## src/sv/multicolor_langton_ant_stepper_unit_macros.svh

```systemverilog
// ----------------------------------------------------------------------------
// Assertion macros for the multicolor ant stepper
// Shorthand for clocked checks; each expects clk and rst_n in scope.
// ----------------------------------------------------------------------------
`ifndef MULTICOLOR_LANGTON_ANT_STEPPER_UNIT_MACROS_SVH
`define MULTICOLOR_LANGTON_ANT_STEPPER_UNIT_MACROS_SVH

// Check that a condition holds at every edge out of reset
`define MLAS_ASSERT_HOLDS(label, expr, msg) \
    label: assert property (@(posedge clk) disable iff (!rst_n) (expr)) else $error(msg);

// Check a same-cycle implication
`define MLAS_ASSERT_IMPLIES(label, ante, cons, msg) \
    label: assert property (@(posedge clk) disable iff (!rst_n) (ante) |-> (cons)) \
        else $error(msg);

// Check a next-cycle implication
`define MLAS_ASSERT_NEXT(label, ante, cons, msg) \
    label: assert property (@(posedge clk) disable iff (!rst_n) (ante) |=> (cons)) \
        else $error(msg);

`endif

```

## src/sv/mlas_ram.sv

```systemverilog
// ----------------------------------------------------------------------------
// mlas_ram
// Generic simple dual-port RAM: one write port, one registered read port.
// ----------------------------------------------------------------------------
module mlas_ram #(
    parameter int WIDTH  = 8,
    parameter int DEPTH  = 16,
    parameter int ADDR_W = (DEPTH > 1) ? $clog2(DEPTH) : 1
) (
    input  logic              clk,
    input  logic              wr_en,
    input  logic [ADDR_W-1:0] wr_addr,
    input  logic [WIDTH-1:0]  wr_data,
    input  logic              rd_en,
    input  logic [ADDR_W-1:0] rd_addr,
    output logic [WIDTH-1:0]  rd_data
);

    logic [WIDTH-1:0] mem [DEPTH];
    logic [WIDTH-1:0] rd_data_reg;

    // Write port
    always_ff @(posedge clk)
    begin
        if (wr_en)
        begin
            mem[wr_addr] <= wr_data;
        end
    end

    // Registered read, held while no read is issued
    always_ff @(posedge clk)
    begin
        if (rd_en)
        begin
            rd_data_reg <= mem[rd_addr];
        end
    end

    assign rd_data = rd_data_reg;

endmodule

```

## config.mk

```make
export PLATFORM = sky130hd
export DESIGN_NAME = mlas_ram
export DESIGN_NICKNAME = d
export VERILOG_FILES = /design/src/sv/multicolor_langton_ant_stepper_unit_macros.svh /design/src/sv/mlas_ram.sv
export SDC_FILE = /design/constraint.sdc
export NUM_CORES = 1
export LEC_CHECK = 0
export ABC_AREA = 1
export BUFFER_PORTS_ARGS = -buffer_cell sky130_fd_sc_hd__buf_2
export CAP_MARGIN = 10
export CORE_MARGIN = 3
export CORE_UTILIZATION = 61
export DETAILED_ROUTE_END_ITERATION = 7
export GPL_TIMING_DRIVEN = 1
export HOLD_SLACK_MARGIN = 0.12
export PLACE_DENSITY = 0.76
export SLEW_MARGIN = 20
export SYNTH_ARGS = -nofsm -noshare
export SYNTH_HDL_FRONTEND = slang
export SYNTH_SLANG_ARGS = --single-unit
export TNS_END_PERCENT = 100
```

## constraint.sdc

```tcl
create_clock -name clk -period 1.4 [get_ports clk]
set_input_delay 0.07 -clock clk [delete_from_list [all_inputs] [get_ports clk]]
set_output_delay 0.07 -clock clk [all_outputs]
set_load 0.005 [all_outputs]
```

* Word-level counts from Yosys, hierarchy flattened
Memories as Yosys holds them, arrays and structs flattened. A register that Yosys moved wholly into a read port is not among the register bits.
Cells that the tools add are included.
** Operators by class
- Mux-type cells :: 2
** Operators by type and width (number)
- $mux 1 :: 2
** Word-level totals
- Bits in registers :: 0
- Memories kept :: 1
- RAM bits :: 128
** Memory list
- mem :: depth 16, width 8, rd ports 1, clocked after memory_dff 1, write ports 1, RTL line mlas_ram.sv:19 : logic [WIDTH-1:0] mem [DEPTH];

* Longest topological paths before layout
- Word-level depth :: 2
- Mapped depth :: 8

* Least setup slack after synthesis
Ideal clock, no wire load.
- Path type :: input-to-reg
- Start point :: in wr_addr[2]
- End point :: mem mem[10][0] (enable)
- Path buffers :: 0
- Path slack :: 0.379 ns
- Data arrival time :: 0.651 ns
- Cell stages on the path :: 2
- Required time :: 1.030 ns
- Cells stage by stage :: nand3b_1 nor2_1
** RTL lines
- start, declared :: RTL line mlas_ram.sv:12 : input logic [ADDR_W-1:0] wr_addr,
- end, declared :: RTL line mlas_ram.sv:19
No word-level cell before the write port.

==> reports/qor.yml <==
largest_reg_flops: 128
status: "completed"
num_vias: 4042
nets: 624
vdd_drop_max_uv: 983.3
grt_pass1_wl_mm: 21.33
cp_data_arrival_time_ns: 1.51
synth_top_area_cell: "edfxtp_1"
report.final.slew_viol_count: 0
holdPathStages: 4
finalCriticalPeriod_ns: 1.239
die_w_um: 103.9
cts-resized-gates: 0
cp_num_cells: 7
grt_usage_pct: 26.42
drt_iter0_markers: 422
clk_latency_ns: 0.52
start_util_pct: 62.98
rows: 35
fin_crit_sh_pct: 88.48
setup_tns_ns: 0
grt_pass1_vias: 3894
clkTransAtPathRegs_ns: 0.06
die_y_um: 103.9
final_cell_mix: "nand2_1 (173), edfxtp_1 (136), inv_1 (100), nand3_1 (97), buf_2 (26)"
netlist_area_um2: 5847
cp_max_fo: 16
synth_nets: 570
wl_per_cell_um: 17.82
max_cap_violations: 0
whs_ns: 0.1626
setup.worst_path.class: "primary input to flop"
finalSetupViolations: 0
hpwl_mm: 7.791
coreArea_um2: 9284
clk_path_buf_depth: 2
ff2ff_path_depth: 6
skew_ns: 0.007429
drive_above_1_share_pct: 12.78
power.density_nw_per_um2: 1379
hold_buffers: 11
antenna_found_initial: 0
cts_root_buffer: "clkbuf_8"
yosys_warnings: 0
worst_pin_slew_ns: 0.6218
r2r_slack_ns: 0.17
critPathMaxStageDelay_ns: 0.54
final_common_cell: "nand2_1"
h-tree-depth: 4
yosysSeqAreaShare_pct: 69.85
overflow: 0
grt_max_degree: 65
route.final.wire_length_mm: 13.31
clock-sinks: 136
slew_headroom_pct: 58.49
gp_congestion: 0.8068
fillers: 656
firstDrtPassIters: 5
synth.top_cell.area_share_pct: 69.85
cp_slowest_cell: "dlygate4sd3_1"
cp_cell_sequence: "dlygate4sd3_1 > buf_2 > inv_1 > buf_4 > nand3_1 > nand3_1 > nand2_1"
synth_cell_types: 11
rsz0062_at_grt: "false"
viasPerCell: 5.411
hold_path_class: "primary input to flop"
drcViolationCount: 0
fmax_ghz: 0.8073
ant_nets: 0
cpMostUsedCell: "nand3_1"
crit_family: "buffers and inverters"
p_leak_nw: 2.965
cts_tree: "built"
postCtsSetupBuffers: 0
syn_area_per_cell_um2: 10.61
cts_buffers: 17
antenna_cells: 0
die_area_um2: 10800
area_growth_pct: 17.18
synth-seq-cells: 136
synth_area_leaders: "edfxtp_1 (70%), nand2_1 (11%), nand3_1 (8.3%)"
cp_data_required_time_ns: 1.67
syn_inst: 551
cp-start-kind: "primary input"
numPortBuffers: 26
io_pins: 27
crit_buf_inv: 4
endpoint_kind: "flop"
hold_viol: 0
## tightest hold or removal path, delay by kind of cell
family	cells	cell delay, ns
buffers and inverters	2	0.28
AND/OR/NAND/NOR	2	0.20
## power by group
| part | internal (mW) | switching (mW) | total (mW) | leakage, nW |
|---|---|---|---|---|
| sequential | 4.59 | 0.0267 | 4.61 | 1.24 |
| combinational | 0.188 | 0.398 | 0.586 | 1.47 |
| clock | 2.54 | 1.71 | 4.25 | 0.260 |
| total | 7.32 | 2.13 | 9.45 | 2.96 |
## layout make-up
type / count / area (µm²) / share of cell area, %
clock buffer: 18 / 417.9 / 6.099
clock inverter: 14 / 148.9 / 2.173
inverter: 102 / 382.9 / 5.588
multi-input combinational: 289 / 1214 / 17.71
sequential: 136 / 4084 / 59.61
tap: 129 / 161.4 / 2.356
timing repair buffer: 59 / 442.9 / 6.465
## synthesized netlist by cell type
library cell	number
nand3b_1	2
nand3_1	97
nand2_1	173
edfxtp_1	136
buf_6	6
buf_1	1
inv_1	100
buf_4	4
nor2_1	17
buf_2	13
inv_2	2
## kinds of logic (layout without fill, tap and decap cells)
| group | count (synthesis) | after routing | synth area share (%) |
|---|---|---|---|
| AND/OR/NAND/NOR | 289 | 289 | 20.76 |
| flip-flops | 136 | 136 | 69.85 |
| buffers and inverters | 126 | 193 | 9.394 |
## metrics by stage
step | instances | utilization (%) | area, µm² | total power [mW] | setup WS [ns]
floorplan | 551 | - | 5847 | 5.016 | 0.3792
global placement | 704 | 66.51 | 6175 | 5.231 | 0.1148
detailed placement | 704 | 66.51 | 6175 | 5.251 | 0.04349
CTS | 747 | 73.80 | 6852 | 9.487 | 0.1892
global route | 747 | 73.80 | 6852 | 9.720 | 0.1512
finish | 747 | 73.80 | 6852 | 9.448 | 0.1613
## path summary, 6_finish.rpt
kind	startpoint	endpoint
worst min-delay path	wr_en	mem[3][4]
worst max register to register	mem[1][1]	rd_data[1]
worst min register to register	mem[14][4]	rd_data[4]
worst max-delay path	rd_addr[2]	rd_data[1]
## per-layer routing
layer	global-route usage [%]	part of all wire [%]
met4	10.64	2.6
met3	6.083	9.3
met2	41.13	48
met1	36.56	40
met5	0	0
No activity file was read; power rests on OpenSTA's default activity.
