[config.mk]
export PLATFORM = sky130hd
export DESIGN_NAME = mlas_step
export DESIGN_NICKNAME = d
export VERILOG_FILES = /design/src/sv/multicolor_langton_ant_stepper_unit_macros.svh /design/src/sv/mlas_pkg.sv /design/src/sv/mlas_step.sv
export SDC_FILE = /design/constraint.sdc
export NUM_CORES = 1
export LEC_CHECK = 0
export ABC_CLOCK_PERIOD_IN_PS = 7300
export BUFFER_PORTS_ARGS = -buffer_cell sky130_fd_sc_hd__buf_2
export CORE_MARGIN = 4
export CORE_UTILIZATION = 40
export DETAILED_ROUTE_END_ITERATION = 7
export PLACE_DENSITY_LB_ADDON = 0.12
export REMOVE_ABC_BUFFERS = 1
export SLEW_MARGIN = 20
export SYNTH_ARGS = -nofsm -noshare
export SYNTH_HDL_FRONTEND = slang
export SYNTH_SLANG_ARGS = --single-unit
[constraint.sdc]
create_clock -name vclk -period 7.3
set_input_delay 1.46 -clock vclk [all_inputs]
set_output_delay 1.46 -clock vclk [all_outputs]
set_load 0.005 [all_outputs]
[src/sv/multicolor_langton_ant_stepper_unit_macros.svh]
// ----------------------------------------------------------------------------
// Assertion macros for the multicolor ant stepper
// Shorthand for clocked checks; each expects clk and rst_n in scope.
// ----------------------------------------------------------------------------
`ifndef MULTICOLOR_LANGTON_ANT_STEPPER_UNIT_MACROS_SVH
`define MULTICOLOR_LANGTON_ANT_STEPPER_UNIT_MACROS_SVH

// Check that a condition holds at every edge out of reset
`define MLAS_ASSERT_HOLDS(label, expr, msg) \
    label: assert property (@(posedge clk) disable iff (!rst_n) (expr)) else $error(msg);

// Check a same-cycle implication
`define MLAS_ASSERT_IMPLIES(label, ante, cons, msg) \
    label: assert property (@(posedge clk) disable iff (!rst_n) (ante) |-> (cons)) \
        else $error(msg);

// Check a next-cycle implication
`define MLAS_ASSERT_NEXT(label, ante, cons, msg) \
    label: assert property (@(posedge clk) disable iff (!rst_n) (ante) |=> (cons)) \
        else $error(msg);

`endif

[src/sv/mlas_pkg.sv]
// ----------------------------------------------------------------------------
// mlas_pkg
// Shared types and codes for the multicolor ant stepper.
// ----------------------------------------------------------------------------
package mlas_pkg;

    // Fixed field widths of the ports
    localparam int PORT_COORD_W = 8;
    localparam int PORT_INDEX_W = 3;
    localparam int COLOR_W      = 3;
    localparam int DIR_W        = 2;
    localparam int RULE_W       = 7;
    localparam int PLACE_RANGE  = 1 << PORT_COORD_W;

    // Command codes
    localparam logic OP_TICK  = 1'b0;
    localparam logic OP_PLACE = 1'b1;

    // Cell codes
    localparam logic [COLOR_W-1:0] COLOR_UNVISITED = 3'd0;
    localparam logic [COLOR_W-1:0] COLOR_WHITE     = 3'd1;
    localparam logic [COLOR_W-1:0] COLOR_GREY      = 3'd7;

    // Headings
    localparam logic [DIR_W-1:0] DIR_UP    = 2'd0;
    localparam logic [DIR_W-1:0] DIR_RIGHT = 2'd1;
    localparam logic [DIR_W-1:0] DIR_DOWN  = 2'd2;
    localparam logic [DIR_W-1:0] DIR_LEFT  = 2'd3;

    localparam logic [RULE_W-1:0] TURN_RULE_RESET = 7'd99;

    // Sequencer states
    typedef enum logic [2:0] {
        ST_CLEAR,
        ST_IDLE,
        ST_TICK_CELL,
        ST_TICK_WB,
        ST_PLACE_CMP,
        ST_PLACE_WB,
        ST_EMPTY
    } state_t;

endpackage

[src/sv/mlas_step.sv]
// ----------------------------------------------------------------------------
// mlas_step
// One ant step: recolor the cell, turn by the rule, move with wrap-around.
// ----------------------------------------------------------------------------
module mlas_step
    import mlas_pkg::*;
#(
    parameter int GRID_SIZE = 256,
    parameter int CW        = $clog2(GRID_SIZE)
) (
    input  logic [COLOR_W-1:0] cell_in,
    input  logic [CW-1:0]      x_in,
    input  logic [CW-1:0]      y_in,
    input  logic [DIR_W-1:0]   dir_in,
    input  logic [RULE_W-1:0]  turn_rule,
    output logic [COLOR_W-1:0] cell_out,
    output logic [CW-1:0]      x_out,
    output logic [CW-1:0]      y_out,
    output logic [DIR_W-1:0]   dir_out
);

    localparam logic [CW-1:0] EDGE_MAX = CW'(GRID_SIZE - 1);

    logic turn_right;

    // Advance the color; unvisited and grey both go to white
    always_comb
    begin
        if (cell_in == COLOR_UNVISITED || cell_in == COLOR_GREY)
        begin
            cell_out = COLOR_WHITE;
        end
        else
        begin
            cell_out = cell_in + COLOR_W'(1);
        end
    end

    // Turn by the rule bit of the new color
    assign turn_right = turn_rule[cell_out - COLOR_W'(1)];
    assign dir_out    = turn_right ? (dir_in + DIR_W'(1)) : (dir_in - DIR_W'(1));

    // Move one cell forward, wrapping at the edges
    always_comb
    begin
        x_out = x_in;
        y_out = y_in;
        unique case (dir_out)
            DIR_UP:    y_out = (y_in == '0) ? EDGE_MAX : (y_in - CW'(1));
            DIR_RIGHT: x_out = (x_in == EDGE_MAX) ? '0 : (x_in + CW'(1));
            DIR_DOWN:  y_out = (y_in == EDGE_MAX) ? '0 : (y_in + CW'(1));
            DIR_LEFT:  x_out = (x_in == '0) ? EDGE_MAX : (x_in - CW'(1));
        endcase
    end

endmodule

Word level (Yosys, flattened, before mapping)
Index checks and enable logic that the tools add are counted.
{"block": "op_classes", "addsub": 8, "order_cmp": 1, "n_eq_ne": 6, "muxes": 10, "reduce_logical": 5}
{"op": "2-to-1 mux 8 bit", "n": 4}
{"op": "case mux 8 bit (2 select lines)", "n": 2}
{"op": "adder 8 x 1 -> 8 bit, second input constant", "n": 2}
{"op": "== test 8 bit, second input constant", "n": 2}
{"op": "logical NOT 8 bit", "n": 2}
{"op": "subtractor 8 x 1 -> 8 bit, second input constant", "n": 2}
{"op": "== test 2 bit, second input constant", "n": 2}
{"op": "< comparator 3 x 4 -> 1 bit, second input constant", "n": 1}
{"op": "adder 3 x 1 -> 3 bit, second input constant", "n": 1}
{"op": "binary-select mux 1 bit (select 3 bit)", "n": 1}
{"op": "== test 3 bit, second input constant", "n": 1}
{"op": "logical NOT 3 bit", "n": 1}
{"op": "2-to-1 mux 3 bit", "n": 1}
{"op": "subtractor 3 x 1 -> 3 bit, second input constant", "n": 1}
{"op": "adder 2 x 1 -> 2 bit, second input constant", "n": 1}
{"op": "== test 2 x 1 -> 1 bit, second input constant", "n": 1}
{"op": "logical NOT 2 bit", "n": 1}
{"op": "2-to-1 mux 2 bit", "n": 1}
{"op": "subtractor 2 x 1 -> 2 bit, second input constant", "n": 1}
{"op": "logical OR 1 bit", "n": 1}
{"op": "2-to-1 mux 1 bit", "n": 1}
{"block": "word_totals", "ff_bits": 0, "input_bits": 28, "output_inout_bits": 21, "elab_cells": 30}

Depth between registers and ports, before layout
Gate-level depths: netlist of the first run.
{"block": "logic_depth", "word_depth": 9, "depth_mapped": 14, "mapped_depth_nobuf": 13}

Worst setup path before layout of the first run
No wires, ideal clock.
{"block": "synth_path", "kind": "input port to output port", "startpoint": "input port cell_in[0]", "endpoint": "output port y_out[0]", "arrival_ns": 3.633, "required_time_ns": 5.840, "setup_slack_ns": 2.207, "cell_stages": 12, "path_buffers": 2, "path_cell_list": "ha_1 > buf_6 > mux2_4 > a311oi_1 > a32oi_2 > xnor2_1 > ha_1 > clkbuf_1 > inv_1 > nand2_1 > o21ai_0 > a22oi_1"}
{"block": "synth_between", "elab_chain_len": 9, "word_cells_on_any_way": 12, "cone_classes": "2 x add/sub; 2 x eq/ne; 5 x mux; 3 x reduce/logical"}
{"element": "from (decl)", "line": "mlas_step.sv:11", "source": "input logic [COLOR_W-1:0] cell_in,"}
{"element": "branches (longest 2 deep; another with adder 3 x 1 -> 3 bit)"}
{"element": "2-to-1 mux 3 bit (*)", "line": "mlas_step.sv:29", "source": "if (cell_in == COLOR_UNVISITED || cell_in == COLOR_GREY)"}
{"element": "subtractor 3 x 1 -> 3 bit (*)", "line": "mlas_step.sv:40", "source": "assign turn_right = turn_rule[cell_out - COLOR_W'(1)];"}
{"element": "binary-select mux 1 bit (select 3 bit) (*)", "line": "mlas_step.sv:40"}
{"element": "2-to-1 mux 1 bit (not written as such) (*)", "line": "mlas_step.sv:40"}
{"element": "2-to-1 mux 2 bit (*)", "line": "mlas_step.sv:41", "source": "assign dir_out = turn_right ? (dir_in + DIR_W'(1)) : (dir_in - DIR_W'(1));"}
{"element": "== test 2 bit / logical NOT 2 bit (equally long branches)", "line": "mlas_step.sv:48", "source": "unique case (dir_out)"}
{"element": "case mux 8 bit (2 select lines) (*)", "line": "mlas_step.sv:48"}
{"element": "to (decl)", "line": "mlas_step.sv:18", "source": "output logic [CW-1:0] y_out,"}
Every way passes the cells marked *. The select of a mux whose other input is x is not followed.

Worst setup path in the final report of the first run
Ends and elaborated chain as after synthesis.

==> results.yml, run 1 <==
outcome:
  status: "completed"
die:
  die_w_um: 63.4
  rows: 19
  die_area_mm2: 0.00402
  start_util_pct: 43.0
  num_io_pins: 49
  core_mm2: 0.00285
  fp.dieH_um: 63.4
detailed_routing:
  wl_um: 3400
  vias: 1470
  viasPerCell: 5.83
  drt_first_pass_iters: 4
  wl_per_cell_um: 13.5
  drc: 0
  drt_iter0_drc: 98
  drtAntennaViolNets: 0
timing:
  timing.fmax_mhz: 178
  fin_setup_tns_ps: 0
  whs_ps: 3220
  maxSlewViolCount: 0
  finalHoldViolCount: 0
  relSlewSlack_pct: 69.6
  grt_setup_unrepaired: "no"
  setup_viol: 0
  period_share_pct: 77.1
  worst-slew-pin-transition_ps: 452
  period_needed_ps: 5630
min_path:
  hold_depth: 3
  whs_endpoint: "dir_out[0]"
  hold_start: "dir_in[0]"
  hold_path_class: "primary input to primary output"
grt:
  grt_max_degree: 13
  grt_pass1_wl_um: 5890
  gr-usage-met1_pct: 23.9
  met2_usage_pct: 27.6
  antenna_found_initial: 0
  grt_usage_pct: 16.6
  top_usage_layer: "met2"
  grt_pass1_vias: 1341
  grt-ovfl-total: 0
  use_met3_pct: 1.24
placement:
  portBuffers: 49
  place_hpwl_um: 2750
  dp.cells: 252
  gp_congestion: 0.920
critical_path:
  critPathBufInv: 3
  start_kind: "primary input"
  cpPeakStageDelay_ps: 390
  cp_slowest_cell: "ha_1"
  required_ps: 5840
  end_kind: "primary output"
  path_cells: "buf_2 -> ha_1 -> mux2_4 -> a311oi_1 -> a32oi_2 -> xnor2_1 -> ha_1 -> inv_1 -> nand2_1 -> o21ai_0 -> a22oi_1 -> buf_2"
  crit_fanout: 10
  path_class: "primary input to primary output"
  arrival_ps: 4170
  cp_top_family: "adder cells"
power_and_ir_drop:
  cellLeakagePower_nw: 0.672
  finalPower_uw: 116
  vdd_drop_max_uv: 34.2
  power_density_mw_per_mm2: 81.5
cells_and_area:
  regArea_um2: 0
  fin_cells: 252
  insertedDiodeCount: 0
  layout.nets: 263
  clkbuf_count: 0
  drive_gt1_share_pct: 25.3
  area_growth_pct: 15.7
  design.seq.count: 0
logic_synthesis:
  synth_cell_types: 43
  synth_top_family_by_area: "simple AND/OR/NAND/NOR gates"
  yosysWarnings: 0
  synth.area.mux_share_pct: 4.59
  synth_fa_ha_area_share_pct: 12.2
  synthSimpleGateAreaFrac_pct: 30.5
  avgSynthCellArea_um2: 6.56
  ys_seq_area_share_pct: 0
  synth_area_mm2: 0.00123
  synth_compound_area_share_pct: 30.2
  syn_inst: 187
  synth_xor_area_share_pct: 9.28
flow_run:
  maxCapViolations: 0
clock_tree:
  post_cts_buffers: 0
  cts_resized: 0
  holdBufCountCts: 0
-- final cells by class --
| type | count | area (um^2) |
|---|---|---|
| Inverter | 19 | 71.3 |
| Timing Repair Buffer | 49 | 245 |
| Multi-Input combinational cell | 153 | 1060 |
| Fill cell | 318 | 1430 |
| Tap cell | 31 | 38.8 |
-- layer usage --
| metal | vias to the layer above | part of all wire, % | routed length (um) |
|---|---|---|---|
| li1 | 752 | - | - |
| met1 | 668 | 48 | 1640 |
| met2 | 50 | 46 | 1560 |
| met3 | 0 | 5.8 | 196 |
| met4 | 0 | 0 | 0 |
| met5 | - | 0 | 0 |
-- worst max-delay path by stage --
stage               slack (ps)  cells past startpoint       end        from
floorplan                 2330                     10  y_out[0]  cell_in[0]
global placement          1820                     12  y_out[0]  cell_in[0]
detailed placement        1680                     12  y_out[0]  cell_in[0]
CTS                       1680                     12  y_out[0]  cell_in[0]
global route              1340                     12  y_out[0]  cell_in[0]
finish                    1670                     12  y_out[0]  cell_in[0]
-- layout by cell type (no fill, tap or decap), drive strengths merged, types with 3 or more instances in the layout --
cell / n
buf: 49
inv: 19
nand2: 19
nand3: 19
nor2: 14
ha: 12
o21ai: 11
a21oi: 9
xnor2: 7
xor2: 6
a22oi: 6
nor3: 5
o211ai: 4
mux2i: 3
nor3b: 3
o221ai: 3
nand4: 3
o311ai: 3
a32oi: 3
-- logic make-up after synthesis --
group,count (synthesis)
XOR/XNOR,13
adder cells (fa/ha/maj),12
AO/OA/AOI/OAI,52
multiplexers,5
AND/OR/NAND/NOR,71
buffers and inverters,34
-- report_power, final --
part | switching (mW) | internal (mW) | total (mW) | leakage [nW]
combinational | 0.0656 | 0.0501 | 0.116 | 0.672
sequential | 0 | 0 | 0 | 0
clock | 0 | 0 | 0 | 0
total | 0.0656 | 0.0501 | 0.116 | 0.672
-- synth_stat cells (3+ instances only) --
cell type / n / area [um^2]
inv_1: 19 / 71.3
nand2_1: 19 / 71.3
nand3_1: 19 / 95.1
nor2_1: 14 / 52.6
ha_1: 12 / 150
o21ai_0: 11 / 55.1
a21oi_1: 9 / 45.0
xnor2_1: 7 / 61.3
a22oi_1: 6 / 45.0
buf_2: 6 / 30.0
xor2_1: 6 / 52.6
clkbuf_1: 4 / 15.0
o211ai_1: 4 / 30.0
buf_6: 3 / 33.8
mux2i_1: 3 / 30.0
nand4_1: 3 / 18.8
nor3_1: 3 / 15.0
nor3b_1: 3 / 22.5
o221ai_1: 3 / 26.3
-- through the flow --
| stage | util (%) | instance area, um^2 | setup WS, ps |
|---|---|---|---|
| final | 49.8 | 1420 | 1670 |
| after CTS | 49.8 | 1420 | 1680 |
| after detailed placement | 49.8 | 1420 | 1680 |
| after floorplan | - | 1140 | 2330 |
| after global placement | 49.8 | 1420 | 1820 |
| after global routing | 49.8 | 1420 | 1340 |
(Power assumes the default switching activity.)
==> run 2, diff against run 1 <==
Settings changed: ABC_AREA set to 1, ABC_CLOCK_PERIOD_IN_PS 7300 to 5000.
Clock period 7.3 ns to 5 ns, I/O delays scaled along.
==> run 2 against run 1 <==
  * Combinational power up 34%
  * Synthesized area up 1.7%
  * Die area up 1.5%
  * Final area up 6.6%
  * Cell count up 26%
  * Clock-buffer cell count unchanged
  * Sequential share of layout area unchanged
  * Hold slack worse by 920 ps
  * Setup slack worse by 890 ps
  * Synthesized cell count up 22%
  * Core utilization up 0.22 points
==> results.yml, run 2 <==
die:
  die_w_um: 63.9
  die_area_mm2: 0.00408
  start_util_pct: 41.2
  fp.dieH_um: 63.9
  rows: 20
  core_mm2: 0.00303
  num_io_pins: 49
power_and_ir_drop:
  power.share.combinational_pct: 100.0
  power_frac_clock_pct: 0
  p_switching_uw: 91.7
  power_frac_seq_pct: 0
  netSwitchingFraction_pct: 58.9
  power_density_mw_per_mm2: 103
  cellLeakagePower_nw: 0.818
  vdd_drop_max_uv: 43.3
  internal_power_uw: 64.0
  finalPower_uw: 156
logic_synthesis:
  synth_area_leaders: "nand2_1 18%, ha_1 12%, nand3_1 12%"
  synth_area_mm2: 0.00125
  synth_most_common_cell: "nand2_1"
  netlist_top_cells_count: "61 x nand2_1, 35 x inv_1, 29 x nand3_1"
  yosysWarnings: 0
  synth_top_area_share_pct: 18.3
  synth_largest_area_cell: "nand2_1"
  ys_seq_area_share_pct: 0
  syn_inst: 228
  synth_cell_types: 31
  avgSynthCellArea_um2: 5.48
detailed_routing:
  drt_first_pass_iters: 5
  vias: 1501
  drc: 0
  drt_iter0_drc: 68
  drtAntennaViolNets: 0
  viasPerCell: 4.74
  wl_um: 3240
  wl_per_cell_um: 10.2
cells_and_area:
  layout.nets: 315
  layout_common_cells: "61 x nand2_1, 49 x buf_2, 35 x inv_1, 29 x nand3_1, 13 x nor2_1"
  regArea_um2: 0
  insertedDiodeCount: 0
  design.seq.count: 0
  layout_commonest_cell: "nand2_1"
  nFillCells: 347
  area_growth_pct: 21.2
  clkbuf_count: 0
  drive_gt1_share_pct: 28.6
  final_core_util_pct: 50.0
placement:
  dp_worst_setup_slack_ps: 773
  portBuffers: 49
  gp_congestion: 0.940
  place_hpwl_um: 2780
timing:
  setup_viol: 0
  finalHoldViolCount: 0
  fin_ws_ps: 778
  worst-slew-pin-transition_ps: 345
  maxSlewViolCount: 0
  period_share_pct: 84.4
  grt_setup_unrepaired: "no"
  timing.fmax_mhz: 237
  relSlewSlack_pct: 76.9
  fin_setup_tns_ps: 0
  period_needed_ps: 4220
critical_path:
  arrival_ps: 3220
  required_ps: 4000
  end_kind: "primary output"
  crit_fanout: 10
  start_kind: "primary input"
  path_class: "primary input to primary output"
grt:
  grt_usage_pct: 15.8
  grt-ovfl-total: 0
  grt_pass1_vias: 1327
  antenna_found_initial: 0
  grt_pass1_wl_um: 5660
  grt_max_degree: 12
clock_tree:
  cts_resized: 0
  holdBufCountCts: 0
  post_cts_buffers: 0
flow_run:
  maxCapViolations: 0
min_path:
  hold_path_class: "primary input to primary output"
outcome:
  status: "completed"
-- run 2: layout make-up --
class	count	area [um^2]	area share [%]
inverters	40	150	9.92
multi-input cells	184	1060	70.2
well taps	44	55.1	3.64
repair buffers	49	245	16.2
-- run 2: critical path, cell delays in order --
cell and delay (ps):
buf_2 130, ha_1 220, inv_1 90, nand2_1 80, nand2_2 100, nand2_2 70
a21oi_1 140, nand2_1 100, nand2_2 90, nand2_1 40, nand2_1 80, ha_1 350
nor2_1 170, inv_1 130, o21ai_0 90, a21oi_1 140, nand3_1 80, buf_2 130
-- run 2: power by group through the flow --
stage          Clock [mW]  Sequential (mW)  Combinational, mW
4_1_cts                 0                0              0.157
6_report                0                0              0.156
3_3_place_gp            0                0              0.158
2_1_floorplan           0                0             0.0941
3_5_place_dp            0                0              0.157
5_1_grt                 0                0              0.179
-- run 2: per-stage QoR --
stage / area [um^2] / std cells / hold slack (ps)
2_1_floorplan: 1210 / 224 / 2050
3_3_place_gp: 1510 / 317 / 2310
3_5_place_dp: 1510 / 317 / 2310
4_1_cts: 1510 / 317 / 2310
5_1_grt: 1510 / 317 / 2350
6_report: 1510 / 317 / 2310
-- run 2: worst paths after layout --
check | startpoint | end | slack, ps | cells past startpoint
max | cell_in[0] | x_out[2] | 780 | 18
min | dir_in[0] | dir_out[0] | 2310 | 3
-- run 2: cells by family after synthesis --
logic type               share of synthesized area, %
XOR/XNOR                                         2.81
adder cells (fa/ha/maj)                          12.0
AO/OA/AOI/OAI                                    15.7
buffers and inverters                            14.8
AND/OR/NAND/NOR                                  54.6
-- run 2: per-layer routing --
metal,GRT usage (%),vias up,routed length [um]
met5,0,-,0
met4,0.539,0,0
met3,0.703,0,158
met2,25.4,43,1350
met1,24.3,626,1730
li1,-,832,-
==> run 3, diff against run 2 <==
Settings changed: ABC_CLOCK_PERIOD_IN_PS 5000 to 4100.
Clock period 5 ns to 4.1 ns, I/O delays scaled along.
==> run 3 against run 2 <==
  * Sequential share of layout area stayed put
  * Wire length hardly changed
  * Hold slack worse by 350 ps
  * Setup slack worse by 530 ps
  * Via count is 1.0% higher
  * Cell count stayed put
  * Non-clock buffer count stayed put
  * Critical path depth is 1 lower
  * Final area is 0.33% higher
  * Die area stayed put
  * First-iteration DRC count is 24% higher
  * Global-route usage is 0.15 points lower
  * Critical path type unchanged
  * Critical endpoint unchanged
  * Highest routed layer is now met4
==> results.yml, run 3 (synthesis gave the netlist of run 2 again) <==
outcome:
  status: "completed"
detailed_routing:
  wl_um: 3240
  vias: 1516
  drt_first_pass_iters: 4
  drc: 0
  wl_per_cell_um: 10.2
  drtAntennaViolNets: 0
  drt_iter0_drc: 84
  viasPerCell: 4.78
min_path:
  hold_depth: 3
  hold_start: "dir_in[0]"
  hold_path_class: "primary input to primary output"
  whs_endpoint: "dir_out[0]"
timing:
  relSlewSlack_pct: 76.2
  fin_setup_tns_ps: 0
  maxSlewViolCount: 0
  setup_viol: 0
  timing.fmax_mhz: 260
  period_needed_ps: 3850
  finalHoldViolCount: 0
  period_share_pct: 93.9
  worst-slew-pin-transition_ps: 355
cells_and_area:
  area_growth_pct: 21.6
  final_cell_area_mm2: 0.00152
  layout_common_cells: "61 x nand2_1, 49 x buf_2, 35 x inv_1, 29 x nand3_1, 13 x nor2_1"
  layout.nets: 315
  layout_commonest_cell: "nand2_1"
  drive_gt1_share_pct: 29.3
  clkbuf_count: 0
  design.seq.count: 0
  insertedDiodeCount: 0
  regArea_um2: 0
grt:
  grt-ovfl-total: 0
  grt_usage_pct: 15.7
  grt_pass1_vias: 1361
  antenna_found_initial: 0
  grt_pass1_wl_um: 5620
  grt_max_degree: 12
critical_path:
  end_kind: "primary output"
  crit_fanout: 5
  required_ps: 3280
  start_kind: "primary input"
  path_cells: "buf_2 -> ha_1 -> inv_1 -> nand2_1 -> nand2_2 -> nand2_2 -> a21oi_1 -> nand2_1 -> nand3_1 -> nand2_1 -> ha_1 -> nor2_1 -> inv_1 -> o21ai_0 -> a21oi_1 -> nand3_1 -> buf_2"
  path_class: "primary input to primary output"
  crit_top_cell: "nand2_1"
  cp_slowest_cell: "nor2_1"
  arrival_ps: 3030
  cpPeakStageDelay_ps: 330
power_and_ir_drop:
  power_density_mw_per_mm2: 126
  cellLeakagePower_nw: 0.815
  vdd_drop_max_uv: 55.3
placement:
  post_dp_cell_area_mm2: 0.00151
  gp_congestion: 0.939
  place_hpwl_um: 2790
  portBuffers: 49
die:
  num_io_pins: 49
  core_mm2: 0.00303
  fp.dieH_um: 63.9
  start_util_pct: 41.2
  die_w_um: 63.9
  rows: 20
  die_area_mm2: 0.00408
flow_run:
  maxCapViolations: 0
-- run 3: layout make-up --
cell class                 instances  area, um^2
timing repair buffer              49         245
fill                             339        1510
tap                               44        55.1
multi-input combinational        184        1070
inverter                          40         150
-- run 3: worst max path at each step --
stage                     from       end  slack, ps
floorplan           cell_in[0]  y_out[5]        780
global placement    cell_in[0]  x_out[2]        230
detailed placement  cell_in[0]  x_out[2]        240
CTS                 cell_in[0]  x_out[2]        230
global route        cell_in[0]  x_out[2]         -6
finish              cell_in[0]  x_out[2]        250
-- run 3: timing repair --
item	CTS	global route
buffers inserted	0	0
resized for setup	0	2
hold buffers	0	0
endpoints found under the setup margin	0	2
-- run 3: metal layers --
metal / wire length [um] / vias up / GRT usage [%]
met2: 1350 / 50 / 25.9
met3: 196 / 2 / 1.05
met1: 1680 / 628 / 23.1
met5: 0 / - / 0
met4: 7 / 0 / 0.809
li1: - / 836 / -
-- run 3: per-stage QoR --
stage / total power, mW / setup slack, ps / hold slack [ps] / instances / utilization, %
finish: 0.191 / 249 / 1950 / 317 / 50.2
global route: 0.219 / -6.16 / 1980 / 317 / 50.2
CTS: 0.192 / 232 / 1950 / 317 / 50.0
detailed placement: 0.191 / 243 / 1950 / 317 / 50.0
global placement: 0.192 / 230 / 1950 / 317 / 50.0
floorplan: 0.115 / 777 / 1690 / 224 / -
-- run 3: critical path, delay by kind of cell --
family	cells	cell delay [ps]
compound gates	3	340
fa+ha+maj	2	480
buf+inv	4	470
simple gates	8	920
-- run 3: power by group --
part / switching (mW) / internal (mW)
clock: 0 / 0
sequential: 0 / 0
combinational: 0.112 / 0.0790
